[src/uesc_pkg.sv]
package uesc_pkg;

  localparam int unsigned HOLD_DIGITS_DEF = 16;

  localparam logic [7:0] CHR_BSLASH = 8'h5C;
  localparam logic [7:0] CHR_U      = 8'h75;

  typedef struct packed {
    logic [7:0] text_byte;
    logic       string_end;
  } in_word_t;

  typedef struct packed {
    logic [7:0] out_byte;
    logic       run_last;
    logic       string_last;
    logic       hold_overflow;
  } out_word_t;

  typedef enum logic [2:0] {
    SRC_BSLASH,
    SRC_U,
    SRC_DIGIT,
    SRC_UTF,
    SRC_BYTE
  } src_t;

  typedef struct packed {
    logic accept;
    logic run_store;
    logic run_clear;
    logic emit;
    src_t src;
    logic last;
    logic str_last;
    logic hovf;
  } ctrl_cmd_t;

  typedef struct packed {
    logic in_hex;
    logic in_u;
    logic in_bslash;
    logic in_end;
    logic run_empty;
    logic run_full;
    logic run_ovf;
    logic enc_empty;
    logic dig_last;
    logic utf_last;
    logic out_free;
  } dp_stat_t;

endpackage

[src/uesc_ctrl.sv]
module uesc_ctrl import uesc_pkg::*; (
  input  logic      clk,
  input  logic      rst,
  input  logic      item_valid,
  output logic      item_ready,
  input  dp_stat_t  stat,
  output ctrl_cmd_t cmd
);

  typedef enum logic [2:0] {
    ST_READY,
    ST_BSLASH,
    ST_U,
    ST_DIGIT,
    ST_UTF,
    ST_BYTE
  } state_t;

  typedef enum logic [1:0] {
    PH_IDLE,
    PH_BSLASH,
    PH_DIGITS
  } phase_t;

  localparam int unsigned SEG_BSLASH = 0;
  localparam int unsigned SEG_U      = 1;
  localparam int unsigned SEG_DIGIT  = 2;
  localparam int unsigned SEG_UTF    = 3;
  localparam int unsigned SEG_BYTE   = 4;

  state_t     state;
  phase_t     phase;
  logic [4:0] pend;
  logic       end_q;
  logic       hovf_q;

  phase_t     phase_next;
  logic [4:0] plan;
  logic       plan_hovf;
  logic       plan_store;
  logic       plan_clear;
  logic       accept;
  logic       emitting;
  logic       seg_done;
  logic [4:0] cur_mask;
  logic [4:0] pend_next;
  src_t       src;

  function automatic state_t first_seg(input logic [4:0] p);
    state_t s;
    s = ST_READY;
    if (p[SEG_BYTE]) s = ST_BYTE;
    if (p[SEG_UTF]) s = ST_UTF;
    if (p[SEG_DIGIT]) s = ST_DIGIT;
    if (p[SEG_U]) s = ST_U;
    if (p[SEG_BSLASH]) s = ST_BSLASH;
    return s;
  endfunction

  always_comb begin
    plan       = '0;
    phase_next = phase;
    plan_hovf  = 1'b0;
    plan_store = 1'b0;
    plan_clear = 1'b0;
    case (phase)
      PH_IDLE: begin
        if (stat.in_bslash && !stat.in_end) begin
          phase_next = PH_BSLASH;
        end else begin
          plan[SEG_BYTE] = 1'b1;
          phase_next     = PH_IDLE;
        end
      end
      PH_BSLASH: begin
        if (stat.in_u && !stat.in_end) begin
          phase_next = PH_DIGITS;
          plan_clear = 1'b1;
        end else if (stat.in_bslash && !stat.in_end) begin
          plan[SEG_BSLASH] = 1'b1;
        end else begin
          plan[SEG_BSLASH] = 1'b1;
          plan[SEG_BYTE]   = 1'b1;
          phase_next       = PH_IDLE;
        end
      end
      PH_DIGITS: begin
        if (stat.in_hex) begin
          if (stat.run_full || stat.in_end) begin
            plan[SEG_BSLASH] = 1'b1;
            plan[SEG_U]      = 1'b1;
            plan[SEG_DIGIT]  = !stat.run_empty;
            plan[SEG_BYTE]   = 1'b1;
            plan_hovf        = stat.run_full;
            plan_clear       = 1'b1;
            phase_next       = PH_IDLE;
          end else begin
            plan_store = 1'b1;
          end
        end else begin
          if (stat.run_empty || stat.run_ovf) begin
            plan[SEG_BSLASH] = 1'b1;
            plan[SEG_U]      = 1'b1;
            plan[SEG_DIGIT]  = !stat.run_empty;
          end else begin
            plan[SEG_UTF] = !stat.enc_empty;
          end
          plan_clear = 1'b1;
          if (stat.in_bslash && !stat.in_end) begin
            phase_next = PH_BSLASH;
          end else begin
            plan[SEG_BYTE] = 1'b1;
            phase_next     = PH_IDLE;
          end
        end
      end
      default: begin
        phase_next = PH_IDLE;
      end
    endcase
  end

  always_comb begin
    cur_mask = '0;
    seg_done = 1'b1;
    src      = SRC_BYTE;
    case (state)
      ST_BSLASH: begin
        cur_mask[SEG_BSLASH] = 1'b1;
        src                  = SRC_BSLASH;
      end
      ST_U: begin
        cur_mask[SEG_U] = 1'b1;
        src             = SRC_U;
      end
      ST_DIGIT: begin
        cur_mask[SEG_DIGIT] = 1'b1;
        seg_done            = stat.dig_last;
        src                 = SRC_DIGIT;
      end
      ST_UTF: begin
        cur_mask[SEG_UTF] = 1'b1;
        seg_done          = stat.utf_last;
        src               = SRC_UTF;
      end
      ST_BYTE: begin
        cur_mask[SEG_BYTE] = 1'b1;
        src                = SRC_BYTE;
      end
      default: begin
        seg_done = 1'b0;
      end
    endcase
  end

  assign item_ready = (state == ST_READY);
  assign accept     = item_valid && item_ready;
  assign emitting   = (state != ST_READY) && stat.out_free;
  assign pend_next  = seg_done ? (pend & ~cur_mask) : pend;

  always_comb begin
    cmd           = '0;
    cmd.accept    = accept;
    cmd.run_store = accept && plan_store;
    cmd.run_clear = accept && plan_clear;
    cmd.emit      = emitting;
    cmd.src       = src;
    cmd.last      = seg_done && (pend_next == '0);
    cmd.str_last  = seg_done && (pend_next == '0) && end_q;
    cmd.hovf      = hovf_q;
  end

  always_ff @(posedge clk) begin
    if (rst) begin
      state  <= ST_READY;
      phase  <= PH_IDLE;
      pend   <= '0;
      end_q  <= 1'b0;
      hovf_q <= 1'b0;
    end else if (accept) begin
      pend   <= plan;
      state  <= first_seg(plan);
      phase  <= phase_next;
      end_q  <= stat.in_end;
      hovf_q <= plan_hovf;
    end else if (emitting) begin
      pend  <= pend_next;
      state <= first_seg(pend_next);
    end
  end

endmodule

[src/uesc_dpath.sv]
module uesc_dpath import uesc_pkg::*; #(
  parameter int unsigned HOLD_DIGITS = HOLD_DIGITS_DEF
) (
  input  logic      clk,
  input  logic      rst,
  input  in_word_t  item,
  input  ctrl_cmd_t cmd,
  output dp_stat_t  stat,
  output logic      result_valid,
  input  logic      result_ready,
  output out_word_t result
);

  localparam int unsigned CW = $clog2(HOLD_DIGITS + 1);
  localparam int unsigned IW = $clog2(HOLD_DIGITS);

  logic [7:0]    held [HOLD_DIGITS];
  logic [CW-1:0] digit_count;
  logic [31:0]   code_value;
  logic          value_ovf;

  in_word_t      in_q;
  logic [CW-1:0] flush_cnt;
  logic [CW-1:0] rd_ptr;
  logic [7:0]    mem_q;
  logic [3:0][7:0] utf_q;
  logic [2:0]    utf_len;
  logic [1:0]    utf_idx;

  logic          hex_ok;
  logic [3:0]    hex_nib;
  logic [2:0]    enc_len;
  logic [3:0][7:0] enc_bytes;
  logic [CW-1:0] rd_ptr_inc;
  logic [IW-1:0] rd_addr;
  logic          dig_adv;
  logic          utf_adv;
  logic [7:0]    emit_byte;

  always_comb begin
    hex_ok  = 1'b0;
    hex_nib = item.text_byte[3:0];
    if (item.text_byte >= 8'h30 && item.text_byte <= 8'h39) begin
      hex_ok = 1'b1;
    end else if ((item.text_byte >= 8'h61 && item.text_byte <= 8'h66) ||
                 (item.text_byte >= 8'h41 && item.text_byte <= 8'h46)) begin
      hex_ok  = 1'b1;
      hex_nib = item.text_byte[3:0] + 4'd9;
    end
  end

  always_comb begin
    enc_len   = 3'd0;
    enc_bytes = '0;
    if (code_value <= 32'h0000_007F) begin
      enc_len      = 3'd1;
      enc_bytes[0] = code_value[7:0];
    end else if (code_value <= 32'h0000_07FF) begin
      enc_len      = 3'd2;
      enc_bytes[0] = {3'b110, code_value[10:6]};
      enc_bytes[1] = {2'b10, code_value[5:0]};
    end else if (code_value <= 32'h0000_FFFF) begin
      enc_len      = 3'd3;
      enc_bytes[0] = {4'b1110, code_value[15:12]};
      enc_bytes[1] = {2'b10, code_value[11:6]};
      enc_bytes[2] = {2'b10, code_value[5:0]};
    end else if (code_value <= 32'h0010_FFFF) begin
      enc_len      = 3'd4;
      enc_bytes[0] = {5'b11110, code_value[20:18]};
      enc_bytes[1] = {2'b10, code_value[17:12]};
      enc_bytes[2] = {2'b10, code_value[11:6]};
      enc_bytes[3] = {2'b10, code_value[5:0]};
    end
  end

  assign dig_adv    = cmd.emit && (cmd.src == SRC_DIGIT);
  assign utf_adv    = cmd.emit && (cmd.src == SRC_UTF);
  assign rd_ptr_inc = rd_ptr + CW'(1);
  assign rd_addr    = dig_adv ? rd_ptr_inc[IW-1:0] : rd_ptr[IW-1:0];

  always_comb begin
    stat           = '0;
    stat.in_hex    = hex_ok;
    stat.in_u      = (item.text_byte == CHR_U);
    stat.in_bslash = (item.text_byte == CHR_BSLASH);
    stat.in_end    = item.string_end;
    stat.run_empty = (digit_count == '0);
    stat.run_full  = (digit_count == CW'(HOLD_DIGITS));
    stat.run_ovf   = value_ovf;
    stat.enc_empty = (enc_len == 3'd0);
    stat.dig_last  = (rd_ptr_inc == flush_cnt);
    stat.utf_last  = (({1'b0, utf_idx} + 3'd1) == utf_len);
    stat.out_free  = !result_valid || result_ready;
  end

  always_ff @(posedge clk) begin
    if (rst) begin
      digit_count <= '0;
      code_value  <= '0;
      value_ovf   <= 1'b0;
    end else if (cmd.run_clear) begin
      digit_count <= '0;
      code_value  <= '0;
      value_ovf   <= 1'b0;
    end else if (cmd.run_store) begin
      digit_count <= digit_count + CW'(1);
      value_ovf   <= value_ovf | (code_value[31:28] != 4'd0);
      code_value  <= {code_value[27:0], hex_nib};
    end
  end

  always_ff @(posedge clk) begin
    if (cmd.run_store) begin
      held[digit_count[IW-1:0]] <= item.text_byte;
    end
    mem_q <= held[rd_addr];
  end

  always_ff @(posedge clk) begin
    if (cmd.accept) begin
      in_q      <= item;
      flush_cnt <= digit_count;
      utf_q     <= enc_bytes;
      utf_len   <= enc_len;
      rd_ptr    <= '0;
      utf_idx   <= '0;
    end else begin
      if (dig_adv) begin
        rd_ptr <= rd_ptr_inc;
      end
      if (utf_adv) begin
        utf_idx <= utf_idx + 2'd1;
      end
    end
  end

  always_comb begin
    case (cmd.src)
      SRC_BSLASH: emit_byte = CHR_BSLASH;
      SRC_U:      emit_byte = CHR_U;
      SRC_DIGIT:  emit_byte = mem_q;
      SRC_UTF:    emit_byte = utf_q[utf_idx];
      default:    emit_byte = in_q.text_byte;
    endcase
  end

  always_ff @(posedge clk) begin
    if (rst) begin
      result_valid <= 1'b0;
    end else if (cmd.emit) begin
      result_valid <= 1'b1;
    end else if (result_ready) begin
      result_valid <= 1'b0;
    end
  end

  always_ff @(posedge clk) begin
    if (cmd.emit) begin
      result.out_byte      <= emit_byte;
      result.run_last      <= cmd.last;
      result.string_last   <= cmd.str_last;
      result.hold_overflow <= cmd.hovf;
    end
  end

endmodule

[src/unicode_escape_to_utf8_unit.sv]
// Decodes backslash-u escapes in a byte stream into UTF-8. A plain byte is registered on
// acceptance and its word is then written to the output register; a backslash that opens
// an escape or a held hex digit produces no word and item_ready stays high. When an escape
// closes, the controller writes the output register one word per cycle while the consumer
// does not stall; an item yields up to HOLD_DIGITS + 3 words and item_ready stays low until
// its last word is written. Runs longer than HOLD_DIGITS digits are passed through raw with
// hold_overflow set on every word of that item.
module unicode_escape_to_utf8_unit import uesc_pkg::*; #(
  parameter int unsigned HOLD_DIGITS = HOLD_DIGITS_DEF
) (
  input  logic      clk,
  input  logic      rst,
  input  logic      item_valid,
  output logic      item_ready,
  input  in_word_t  item,
  output logic      result_valid,
  input  logic      result_ready,
  output out_word_t result
);

  ctrl_cmd_t cmd;
  dp_stat_t  stat;

  uesc_ctrl u_ctrl (
    .clk        (clk),
    .rst        (rst),
    .item_valid (item_valid),
    .item_ready (item_ready),
    .stat       (stat),
    .cmd        (cmd)
  );

  uesc_dpath #(
    .HOLD_DIGITS (HOLD_DIGITS)
  ) u_dpath (
    .clk          (clk),
    .rst          (rst),
    .item         (item),
    .cmd          (cmd),
    .stat         (stat),
    .result_valid (result_valid),
    .result_ready (result_ready),
    .result       (result)
  );

endmodule

[config.mk]
export PLATFORM = sky130hd
export DESIGN_NAME = unicode_escape_to_utf8_unit
export DESIGN_NICKNAME = d
export VERILOG_FILES = /design/src/uesc_pkg.sv /design/src/uesc_ctrl.sv /design/src/uesc_dpath.sv /design/src/unicode_escape_to_utf8_unit.sv
export SDC_FILE = /design/constraint.sdc
export NUM_CORES = 1
export LEC_CHECK = 0
export BUFFER_PORTS_ARGS = -buffer_cell sky130_fd_sc_hd__buf_4
export CAP_MARGIN = 40
export CELL_PAD_IN_SITES_DETAIL_PLACEMENT = 0
export CELL_PAD_IN_SITES_GLOBAL_PLACEMENT = 2
export CORE_AREA = 5 5 174 176
export DETAILED_ROUTE_END_ITERATION = 8
export DIE_AREA = 0 0 179 181
export PLACE_DENSITY_LB_ADDON = 0.08
export SKIP_LAST_GASP = 1
export SYNTH_ARGS = -nofsm -noshare
export SYNTH_HDL_FRONTEND = slang
export SYNTH_SLANG_ARGS = --single-unit
[constraint.sdc]
create_clock -name clk -period 3.5 [get_ports clk]
set_clock_uncertainty 0.05 [all_clocks]
set_input_delay 0.7 -clock clk [delete_from_list [all_inputs] [get_ports clk]]
set_output_delay 0.7 -clock clk [all_outputs]
set_load 0.01 [all_outputs]
==> key figures, run 1 <==
Global routing
  • GRT Util Overall: 18.5%
  • Pin count of the biggest net entering global routing: 49
  • Global-route wire length before repair: 46.0 mm
  • Vias in the first global route: 7,580
  • Overflow left after global routing: 0
  • Initial antenna violation count: 1

Synth
  • Synth Net Count: 981
  • Synthesized netlist cell count: 955
  • Ys async rst share: 0%
  • Synth Cell Area: 11,300 sq um
  • Ys Warns: 0
  • Avg Cell Area, Syn: 11.8 sq um
  • Yosys cell types: 71
  • Seq cells post-synth: 250
  • Post-synth top flop: edfxtp_1
  • Sequential share of the synthesized area: 60.8%
  • Post-synth EDFFs: 184

Clock tree
  • Worst skew pair latency: 0.54 ns
  • CTS tree: built
  • Clock tree buffer depth: 3
  • Inserted Clock Buffers: 28
  • Htree depth: 1
  • Root Buffer: clkbuf_16
  • Hold buffers post-CTS: 0
  • Sink Count: 250
  • Post-CTS Resized: 0
  • Number of post-CTS setup repair buffers: 0
  • Clock-pin slew on the worst setup and hold paths: 0.06 ns

Final layout
  • Fin area: 12,900 sq um
  • Final nets: 1,017
  • Fill cells: 2,650
  • Multi-input logic area: 4030 sq um
  • Reg area: 6850 sq um
  • Antenna fix cells: 0
  • Layout cells sized above 1: 15.9%
  • Layout area overhead: 14.7%

STA
  • Worst-margin pin slew: 1.03 ns
  • RSZ-0062 raised after global routing: false
  • Post-layout minimum cycle time: 2.89 ns
  • Final hold vios: 0
  • Slew headroom: 31.0%
  • Setup TNS: 0 ns
  • Max-slew violations: 0
  • Period utilization: 82.4%
  • Setup violations, final: 0
  • Hold_ws: 0.381 ns
  • Fmax: 0.347 GHz

Power and ir drop
  • Pwr/cell area: 603 nW/um^2
  • Peak supply drop: 316 uV
  • Leakage: 4.57 nW

Status
  • Outcome: completed

Route
  • WL final: 30.3 mm
  • Wirelength per Cell: 21.7 um
  • Drt via density: 5.55
  • Final antenna-violating net count: 0
  • DR iter-0 viols: 697
  • Drc violations: 0
  • Vias: 7,750
  • First-pass DRT Iterations: 5

Die
  • Placement Rows: 62
  • Die Wd: 179 um
  • Initial Util: 39.5%
  • Die height: 181 um
  • Io pins: 26
  • Die ar.: 32,400 sq um
  • Core region area: 28,500 sq um

Placed design
  • HPWL Detailed: 20.6 mm
  • Placement Cell Area: 12,000 sq um
  • PortBufs: 25
  • GP Congestion: 0.848

Worst setup path
  • Critical Path AT: 3.23 ns
  • Setup CP Type: flip-flop to flip-flop
  • Critical Path Fanout Max: 12
  • Worst reg-to-reg path cell count: 6
  • Worst Setup Start Kind: flip-flop
  • Slowest cell on the critical path: a211oi_1
  • CP cell instances: nand3b_1, o31a_1, a211oi_1, a32oi_1, nand4_1, o221ai_1
  • Worst Path Required: 3.85 ns
  • Max stage delay on crit path: 0.86 ns
  • CP endpoint kind: flip-flop

Flow run
  • Max_cap viols: 0

Min path
  • WHS Path Cells: 0
  • Worst Hold Class: flip-flop to flip-flop
## per-stage QoR
stage	instances	utilization, %	total power [mW]	setup WS [ns]
after CTS	1396	45.4	7.88	0.587
after detailed placement	1345	42.1	5.01	0.289
after global placement	1345	42.1	5.00	0.397
final	1396	45.4	7.78	0.615
after floorplan	955	-	4.48	0.321
after global routing	1396	45.4	8.12	0.394
## per-layer routing
| metal | share of wire, % | global-route usage, % | vias to the layer above |
|---|---|---|---|
| li1 | - | - | 3670 |
| met2 | 45 | 27.9 | 209 |
| met5 | 0 | 0 | - |
| met4 | 2.5 | 4.70 | 0 |
| met1 | 47 | 27.6 | 3834 |
| met3 | 6.0 | 3.18 | 37 |
## critical path: cells and delay by family (launching register included)
| family | cells | cell delay (ns) |
|---|---|---|
| AOI/OAI and AO/OA | 4 | 1.75 |
| DFF | 1 | 0.31 |
| and+or+nand+nor | 2 | 0.65 |
## registers in the layout, indices dropped and copies added, names as in the netlist
name / count
u_dpath.value_ovf: 1
u_ctrl.pend: 5
u_dpath.utf_idx: 2
u_dpath.in_q: 8
u_ctrl.hovf_q: 1
u_ctrl.state: 3
u_ctrl.phase: 2
u_dpath.result: 11
u_dpath.result_valid: 1
u_dpath.utf_len: 3
u_dpath.digit_count: 5
u_ctrl.end_q: 1
u_dpath.flush_cnt: 5
u_dpath.rd_ptr: 5
u_dpath.utf_q: 29
u_dpath.held: 128
u_dpath.code_value: 32
u_dpath.mem_q: 8
## synth_stat cells (all sizes together) (6+ instances only)
cell type | n | area, sq um
or4 | 7 | 52.6
xor2 | 7 | 61.3
clkbuf | 36 | 135
xnor2 | 8 | 70.1
a21bo | 7 | 70.1
a311oi | 7 | 61.3
nor2 | 52 | 198
nand2 | 120 | 453
a31oi | 7 | 43.8
buf | 25 | 124
mux4 | 8 | 180
a22oi | 16 | 120
and2 | 10 | 62.6
ha | 13 | 163
nand2b | 16 | 100
o22ai | 9 | 56.3
nand3 | 30 | 150
a211oi | 6 | 45.0
inv | 33 | 124
nand4 | 9 | 56.3
a21oi | 70 | 350
o221ai | 9 | 78.8
mux2i | 38 | 380
o2111ai | 17 | 149
nor3 | 22 | 110
edfxtp | 184 | 5530
a32oi | 12 | 105
dfxtp | 66 | 1320
o21ai | 26 | 130
mux2 | 16 | 180
nor4 | 7 | 65.1
## cell families after synthesis
family | count (synthesis) | share of synthesized area [%]
AND/OR/NAND/NOR | 298 | 12.7
flip-flops | 250 | 60.8
AO/OA/AOI/OAI | 222 | 13.8
buffers and inverters | 94 | 3.40
multiplexers | 62 | 6.58
XOR/XNOR | 15 | 1.17
adder cells (fa/ha/maj) | 14 | 1.53
## area by class of cell
cell class	instances	share of cell area [%]
Sequential cell	250	53.0
Multi-Input combinational cell	611	31.2
Clock buffer	45	6.54
Timing Repair Buffer	67	3.99
Tap cell	384	3.72
Inverter	33	0.959
Clock inverter	6	0.533
## power by group
part / total (mW) / internal [mW] / switching, mW / leakage [nW]
combinational: 1.34 / 0.527 / 0.814 / 1.89
sequential: 3.60 / 3.47 / 0.126 / 2.23
clock: 2.84 / 1.72 / 1.13 / 0.446
total: 7.78 / 5.71 / 2.07 / 4.57
## placed cells by master, fill, tap and decap left out, types with 9 or more instances in the layout
cell and n:
edfxtp_1 184, nand2_1 119, a21oi_1 70, buf_4 66, dfxtp_1 66, nor2_1 51, mux2i_1 38, inv_1 32
nand3_1 30, clkbuf_16 28, o21ai_0 25, nor3_1 22, o2111ai_1 17, nand2b_1 16, mux2_2 16, a22oi_1 16
ha_1 13, a32oi_1 12, and2_1 9, o221ai_1 9, nand4_1 9, o22ai_1 9, clkbuf_1 9
## final timing paths
check	start	end	slack (ns)
worst min register to register	u_ctrl.hovf_q$_SDFFE_PP0P_	u_dpath.result[0]$_DFFE_PP_	0.38
worst max-delay path	u_ctrl.state[2]$_SDFFE_PP0P_	u_dpath.mem_q[1]$_DFF_P_	0.61
worst max register to register	u_ctrl.state[2]$_SDFFE_PP0P_	u_dpath.mem_q[1]$_DFF_P_	0.61
worst min-delay path	u_ctrl.hovf_q$_SDFFE_PP0P_	u_dpath.result[0]$_DFFE_PP_	0.38
Note: power is estimated with default switching activity, not from simulation.
==> inputs of run 2 (changes only) <==
- ABC_AREA: not set -> 1
- CORE_AREA: 5 5 174 176 -> 5 5 172 174
- DIE_AREA: 0 0 179 181 -> 0 0 177 179
- clock period: 3.5 -> 3 ns (I/O delays scaled with it)
==> run 2 against run 1 <==
Critical endpoint is now u_dpath.held[1][3]$_DFFE_PP_. Critical path depth increased by 7. Largest cell class unchanged. Non-clock buffer count increased by 2. Die area decreased by 2.2%. Flip-flop and latch count is the same. Clock power grew 19%. Register-to-register slack got worse by 0.15 ns.
==> key figures, run 2 <==
Status
  • Outcome: completed

STA
  • Setup TNS: 0 ns
  • Setup violations, final: 0
  • Post-layout minimum cycle time: 2.54 ns
  • Worst-margin pin slew: 0.718 ns
  • Final hold vios: 0
  • Max-slew violations: 0
  • Slew headroom: 52.1%
  • Period utilization: 84.5%
  • RSZ-0062 raised after global routing: false
  • Setup ws final: 0.465 ns
  • Fmax: 0.394 GHz

Worst setup path
  • Most common cell on crit path: nand2_1
  • Max stage delay on crit path: 0.47 ns
  • Worst reg2reg startpoint: u_dpath.digit_count[3]$_SDFFE_PP0P_
  • Slowest cell on the critical path: dfxtp_1
  • CP top delay family: simple AND/OR/NAND/NOR gates
  • Crit Reg-Reg Endpoint: u_dpath.held[1][3]$_DFFE_PP_
  • Setup CP Type: flip-flop to flip-flop
  • Worst Path Buf+Inv: 4
  • Critical Path Fanout Max: 8
  • Critical Path AT: 2.74 ns
  • Worst Setup Start Kind: flip-flop
  • FF-to-FF setup slack: 0.46 ns
  • Worst reg-to-reg path cell count: 13
  • Worst Path Required: 3.20 ns
  • CP cell instances: inv_1, nand2_1, nor2_1, nand2_1, nand2_1, inv_1, nand2_2, nor2_1, nand2_1, inv_1, nand2_1, nor2_1, buf_4
  • CP endpoint kind: flip-flop

Synth
  • Sequential share of the synthesized area: 62.3%
  • Avg Cell Area, Syn: 10.2 sq um
  • Most common cell in the netlist: nand2_1
  • Post-synth EDFFs: 184
  • Post-synth top flop: edfxtp_1
  • Ys Warns: 0
  • Dominant cell type by area after synthesis: edfxtp_1
  • Seq cells post-synth: 250
  • Synth area leaders: edfxtp_1 (50%), dfxtp_1 (12%), nand2_1 (7.7%)
  • Top cells by count, synth: nand2_1 (225), edfxtp_1 (184), nor2_1 (128)
  • Synth Cell Area: 11,000 sq um
  • Synth Net Count: 1,103
  • Ys async rst share: 0%
  • Yosys top cell area share: 50.3%
  • Yosys cell types: 44
  • Synthesized netlist cell count: 1,077

Global routing
  • Initial antenna violation count: 1
  • Vias in the first global route: 7,903
  • Overflow left after global routing: 0
  • Global-route wire length before repair: 47.6 mm
  • Pin count of the biggest net entering global routing: 56
  • GRT Util Overall: 19.5%

Clock tree
  • Number of post-CTS setup repair buffers: 0
  • Htree depth: 1
  • Root Buffer: clkbuf_16
  • Clock tree buffer depth: 3
  • Clock-pin slew on the worst setup and hold paths: 0.06 ns
  • Inserted Clock Buffers: 28
  • Sink Count: 250
  • Hold buffers post-CTS: 0
  • CTS tree: built
  • Post-CTS Resized: 0
  • Worst skew pair latency: 0.55 ns

Min path
  • Hold-critical path endpoint: u_ctrl.pend[3]$_SDFFE_PP0P_
  • WHS Path Cells: 2
  • Min-delay src: rst
  • Worst Hold Class: input pin to flip-flop

Route
  • Drc violations: 0
  • Vias: 7,856
  • First-pass DRT Iterations: 6
  • Wirelength per Cell: 19.8 um
  • Final antenna-violating net count: 0
  • WL final: 30.3 mm
  • Drt via density: 5.13
  • DR iter-0 viols: 616

Die
  • Die height: 179 um
  • Core region area: 27,600 sq um
  • Io pins: 26
  • Initial Util: 39.8%
  • Placement Rows: 61
  • Die Wd: 177 um
  • Die ar.: 31,700 sq um

Flow run
  • Max_cap viols: 0

Final layout
  • Final nets: 1,157
  • Layout area overhead: 15.2%
  • Most frequent cells in the layout: nand2_1 (224), edfxtp_1 (184), nor2_1 (128)
  • Largest register FFs: 128
  • Fin area: 12,700 sq um
  • Layout cells sized above 1: 14.6%
  • Commonest non-fill, non-tap cell in the layout: nand2_1
  • Core Util, Final: 45.8%
  • Fill cells: 2,661

Power and ir drop
  • Leakage: 4.55 nW
  • Pwr/cell area: 799 nW/um^2
  • Peak supply drop: 316 uV

Placed design
  • GP Congestion: 0.803
  • PortBufs: 25
  • Placement Cell Area: 11,700 sq um
  • HPWL Detailed: 20.9 mm
  • Pre-CTS WS: 0.183 ns
-- run 2: through the flow --
| step | hold WS, ns | power, mW | cells |
|---|---|---|---|
| 2_1_floorplan | 0.359 | 5.92 | 1077 |
| 3_3_place_gp | 0.408 | 6.84 | 1478 |
| 3_5_place_dp | 0.413 | 6.84 | 1479 |
| 4_1_cts | 0.229 | 10.2 | 1531 |
| 5_1_grt | 0.241 | 10.7 | 1532 |
| 6_report | 0.252 | 10.1 | 1532 |
-- run 2: how the worst max path moves through the flow --
stage	cells past startpoint	end	startpoint
2_1_floorplan	7	u_ctrl.state[0]$_SDFFE_PP0P_	item_valid
3_3_place_gp	16	u_dpath.held[9][5]$_DFFE_PP_	item[2]
3_5_place_dp	16	u_dpath.held[12][7]$_DFFE_PP_	item[2]
4_1_cts	13	u_dpath.held[1][6]$_DFFE_PP_	u_dpath.digit_count[3]$_SDFFE_PP0P_
5_1_grt	13	u_dpath.held[0][6]$_DFFE_PP_	u_dpath.digit_count[3]$_SDFFE_PP0P_
6_report	13	u_dpath.held[1][3]$_DFFE_PP_	u_dpath.digit_count[3]$_SDFFE_PP0P_
-- run 2: layer usage --
layer	global-route usage (%)	wire length (um)
met4	4.93	589
met3	2.19	1360
met2	30.8	13800
met5	0	0
met1	28.9	14500
-- run 2: final cells by class --
cell class / count / area, sq um / share of cell area [%]
inverter: 88 / 330 / 2.61
clock inverter: 16 / 175 / 1.38
multi-input combinational: 694 / 3540 / 28.0
clock buffer: 36 / 731 / 5.77
timing repair buffer: 69 / 556 / 4.39
sequential: 250 / 6850 / 54.1
antenna: 1 / 2.50 / 0.0198
tap: 378 / 473 / 3.74
-- run 2: kinds of logic after synthesis --
logic type	after synthesis	share of synthesized area [%]
xor gates and xnor gates	6	0.478
and+or+nand+nor	446	17.0
muxes	1	0.102
AOI/OAI and AO/OA	228	13.2
buffers and inverters	133	5.44
adders and majority gates	13	1.48
DFF	250	62.3
-- run 2: power by group --
| part | total, mW | internal [mW] | switching (mW) | leakage (nW) |
|---|---|---|---|---|
| logic | 2.35 | 0.723 | 1.63 | 1.88 |
| registers | 4.38 | 4.19 | 0.193 | 2.23 |
| clock network | 3.38 | 1.99 | 1.40 | 0.441 |
==> inputs of run 3 (changes only) <==
- ABC_AREA: 1 -> 0
- CORE_AREA: 5 5 172 174 -> 5 5 176 178
- DIE_AREA: 0 0 177 179 -> 0 0 181 183
- clock period: 3 -> 2.2 ns (I/O delays scaled with it)
==> run 3 against run 2 <==
Register-to-register slack worse by 0.41 ns. Utilization is 3.4 points higher. Final cell count is 2.5% lower. Flip-flop and latch count stayed put. First-iteration DRC count is 7.0% lower. Sequential share of layout area is 6.5 points lower. Largest power group unchanged.
==> key figures, run 3 (same netlist as run 1, synthesis figures left out) <==
Clock tree
  • Root Buffer: clkbuf_16
  • Hold buffers post-CTS: 0
  • CTS tree: built
  • Clock tree buffer depth: 3
  • Worst skew pair latency: 0.54 ns
  • Htree depth: 1
  • Inserted Clock Buffers: 29
  • Clock-pin slew on the worst setup and hold paths: 0.06 ns
  • Sink Count: 250

Final layout
  • Commonest non-fill, non-tap cell in the layout: edfxtp_1
  • Multi-input logic area: 4420 sq um
  • Most frequent cells in the layout: edfxtp_1 (184), buf_4 (125), nand2_1 (114)
  • Reg area: 6850 sq um
  • Largest register FFs: 128
  • Finished Layout Cells: 1,493
  • Layout area overhead: 27.8%
  • Layout cells sized above 1: 27.6%
  • Final nets: 1,105
  • Fin area: 14,400 sq um
  • Fill cells: 2,616
  • Core Util, Final: 49.2%

Placed design
  • Pre-CTS WS: -0.467 ns
  • Placement Cell Area: 13,000 sq um
  • GP Congestion: 0.801
  • PortBufs: 25
  • HPWL Detailed: 22.1 mm
  • Inst Count DP: 1,431

Global routing
  • GRT Util Overall: 18.7%
  • Global-route wire length before repair: 48.9 mm
  • Vias in the first global route: 8,074
  • Overflow left after global routing: 0
  • Initial antenna violation count: 2
  • Pin count of the biggest net entering global routing: 38

Route
  • First-pass DRT Iterations: 5
  • Vias: 8,180
  • Drt via density: 5.48
  • DR iter-0 viols: 573
  • Final antenna-violating net count: 0
  • Wirelength per Cell: 21.0 um
  • Drc violations: 0
  • WL final: 31.4 mm

Power and ir drop
  • Peak supply drop: 471 uV
  • Leakage: 5.21 nW
  • Pwr/cell area: 925 nW/um^2
  • Power Total: 13.3 mW

Die
  • Die Wd: 181 um
  • Core region area: 29,200 sq um
  • Io pins: 26
  • Die ar.: 33,100 sq um
  • Placement Rows: 63
  • Initial Util: 38.5%
  • Die height: 183 um

STA
  • Period utilization: 97.6%
  • Fmax: 0.466 GHz
  • RSZ-0062 raised after global routing: true
  • Setup violations, final: 0
  • Worst-margin pin slew: 0.583 ns
  • Hold_ws: 0.172 ns
  • Setup TNS: 0 ns
  • Setup ws final: 0.0532 ns
  • Max-slew violations: 0
  • Slew headroom: 60.8%
  • Final hold vios: 0
  • Post-layout minimum cycle time: 2.15 ns

Worst setup path
  • Worst Path Required: 2.56 ns
  • Worst reg-to-reg path cell count: 7
  • Slowest cell on the critical path: o31a_1
  • Worst Setup Start Kind: flip-flop
  • CP cell instances: nand3b_1, buf_4, o31a_1, or2_4, mux4_2, o2111ai_2, o221ai_2
  • Crit Reg-Reg Endpoint: u_dpath.mem_q[5]$_DFF_P_
  • CP endpoint kind: flip-flop
  • Setup CP Type: flip-flop to flip-flop
  • Worst reg2reg startpoint: u_ctrl.state[2]$_SDFFE_PP0P_
  • Max stage delay on crit path: 0.36 ns
  • FF-to-FF setup slack: 0.05 ns
  • Critical Path AT: 2.51 ns
  • Critical Path Fanout Max: 5

Min path
  • Min-delay src: item[0]
  • WHS Path Cells: 3
  • Worst Hold Class: input pin to flip-flop
  • Hold-critical path endpoint: u_ctrl.end_q$_SDFFE_PP0P_

Flow run
  • Max_cap viols: 0

Status
  • Outcome: completed
[run 3: changes by cell type in the layout (fill, tap and decap cells not counted), sizes merged, moves of 15 or more]
| cell | delta |
|---|---|
| o221ai | -16 |
| o2111ai | +16 |
| o21ai | -75 |
| nand2b | +16 |
| nand3 | -21 |
| nor2 | -82 |
| mux2 | +15 |
| nor3 | +16 |
| a22oi | +15 |
| nand2 | -110 |
| inv | -55 |
| mux2i | +38 |
| buf | +85 |
[run 3: how the worst max path moves through the flow]
stage          slack (ns)                           end  cells after the start                           start
2_1_floorplan       -0.27  u_dpath.held[2][0]$_DFFE_PP_                      9                         item[2]
3_3_place_gp        -0.42  u_dpath.held[7][4]$_DFFE_PP_                     10                         item[2]
3_5_place_dp        -0.47  u_ctrl.state[1]$_SDFFE_PP0P_                     11                         item[2]
4_1_cts             0.007      u_dpath.mem_q[5]$_DFF_P_                      7    u_ctrl.state[2]$_SDFFE_PP0P_
5_1_grt             -0.03      u_dpath.mem_q[5]$_DFF_P_                      6  u_dpath.rd_ptr[0]$_SDFFE_PP0P_
6_report             0.05      u_dpath.mem_q[5]$_DFF_P_                      7    u_ctrl.state[2]$_SDFFE_PP0P_
[run 3: power breakdown]
group / switching, mW / leakage (nW) / internal, mW
Combinational: 1.47 / 2.48 / 1.14
Sequential: 0.151 / 2.23 / 5.52
Clock: 1.86 / 0.494 / 3.16
[run 3: cell type report]
class	instances	share of cell area (%)
timing repair buffer	154	10.3
clock inverter	12	1.17
multi-input combinational	611	30.7
clock buffer	42	5.95
antenna	1	0.0174
tap	390	3.39
inverter	33	0.887
sequential	250	47.6
[run 3: layer usage]
metal | GRT usage, % | routed length (um) | vias up
met5 | 0 | 0 | -
met4 | 4.62 | 731 | 0
met3 | 2.76 | 1680 | 51
met2 | 29.3 | 14400 | 212
met1 | 27.7 | 14600 | 4057
li1 | - | - | 3860
[run 3: what timing repair did]
item	in CTS	in global routing
setup endpoints to repair	10	100
pin swaps	0	16
gates cloned	1	0
setup buffers	0	6
gates resized for setup	13	33
[run 3: worst max-delay path, delay by kind of cell (launching register included)]
| family | cells | cell delay [ns] |
|---|---|---|
| multiplexers | 1 | 0.30 |
| buffers and inverters | 1 | 0.17 |
| AND/OR/NAND/NOR | 2 | 0.44 |
| AO/OA/AOI/OAI | 3 | 0.74 |
| flip-flops | 1 | 0.32 |
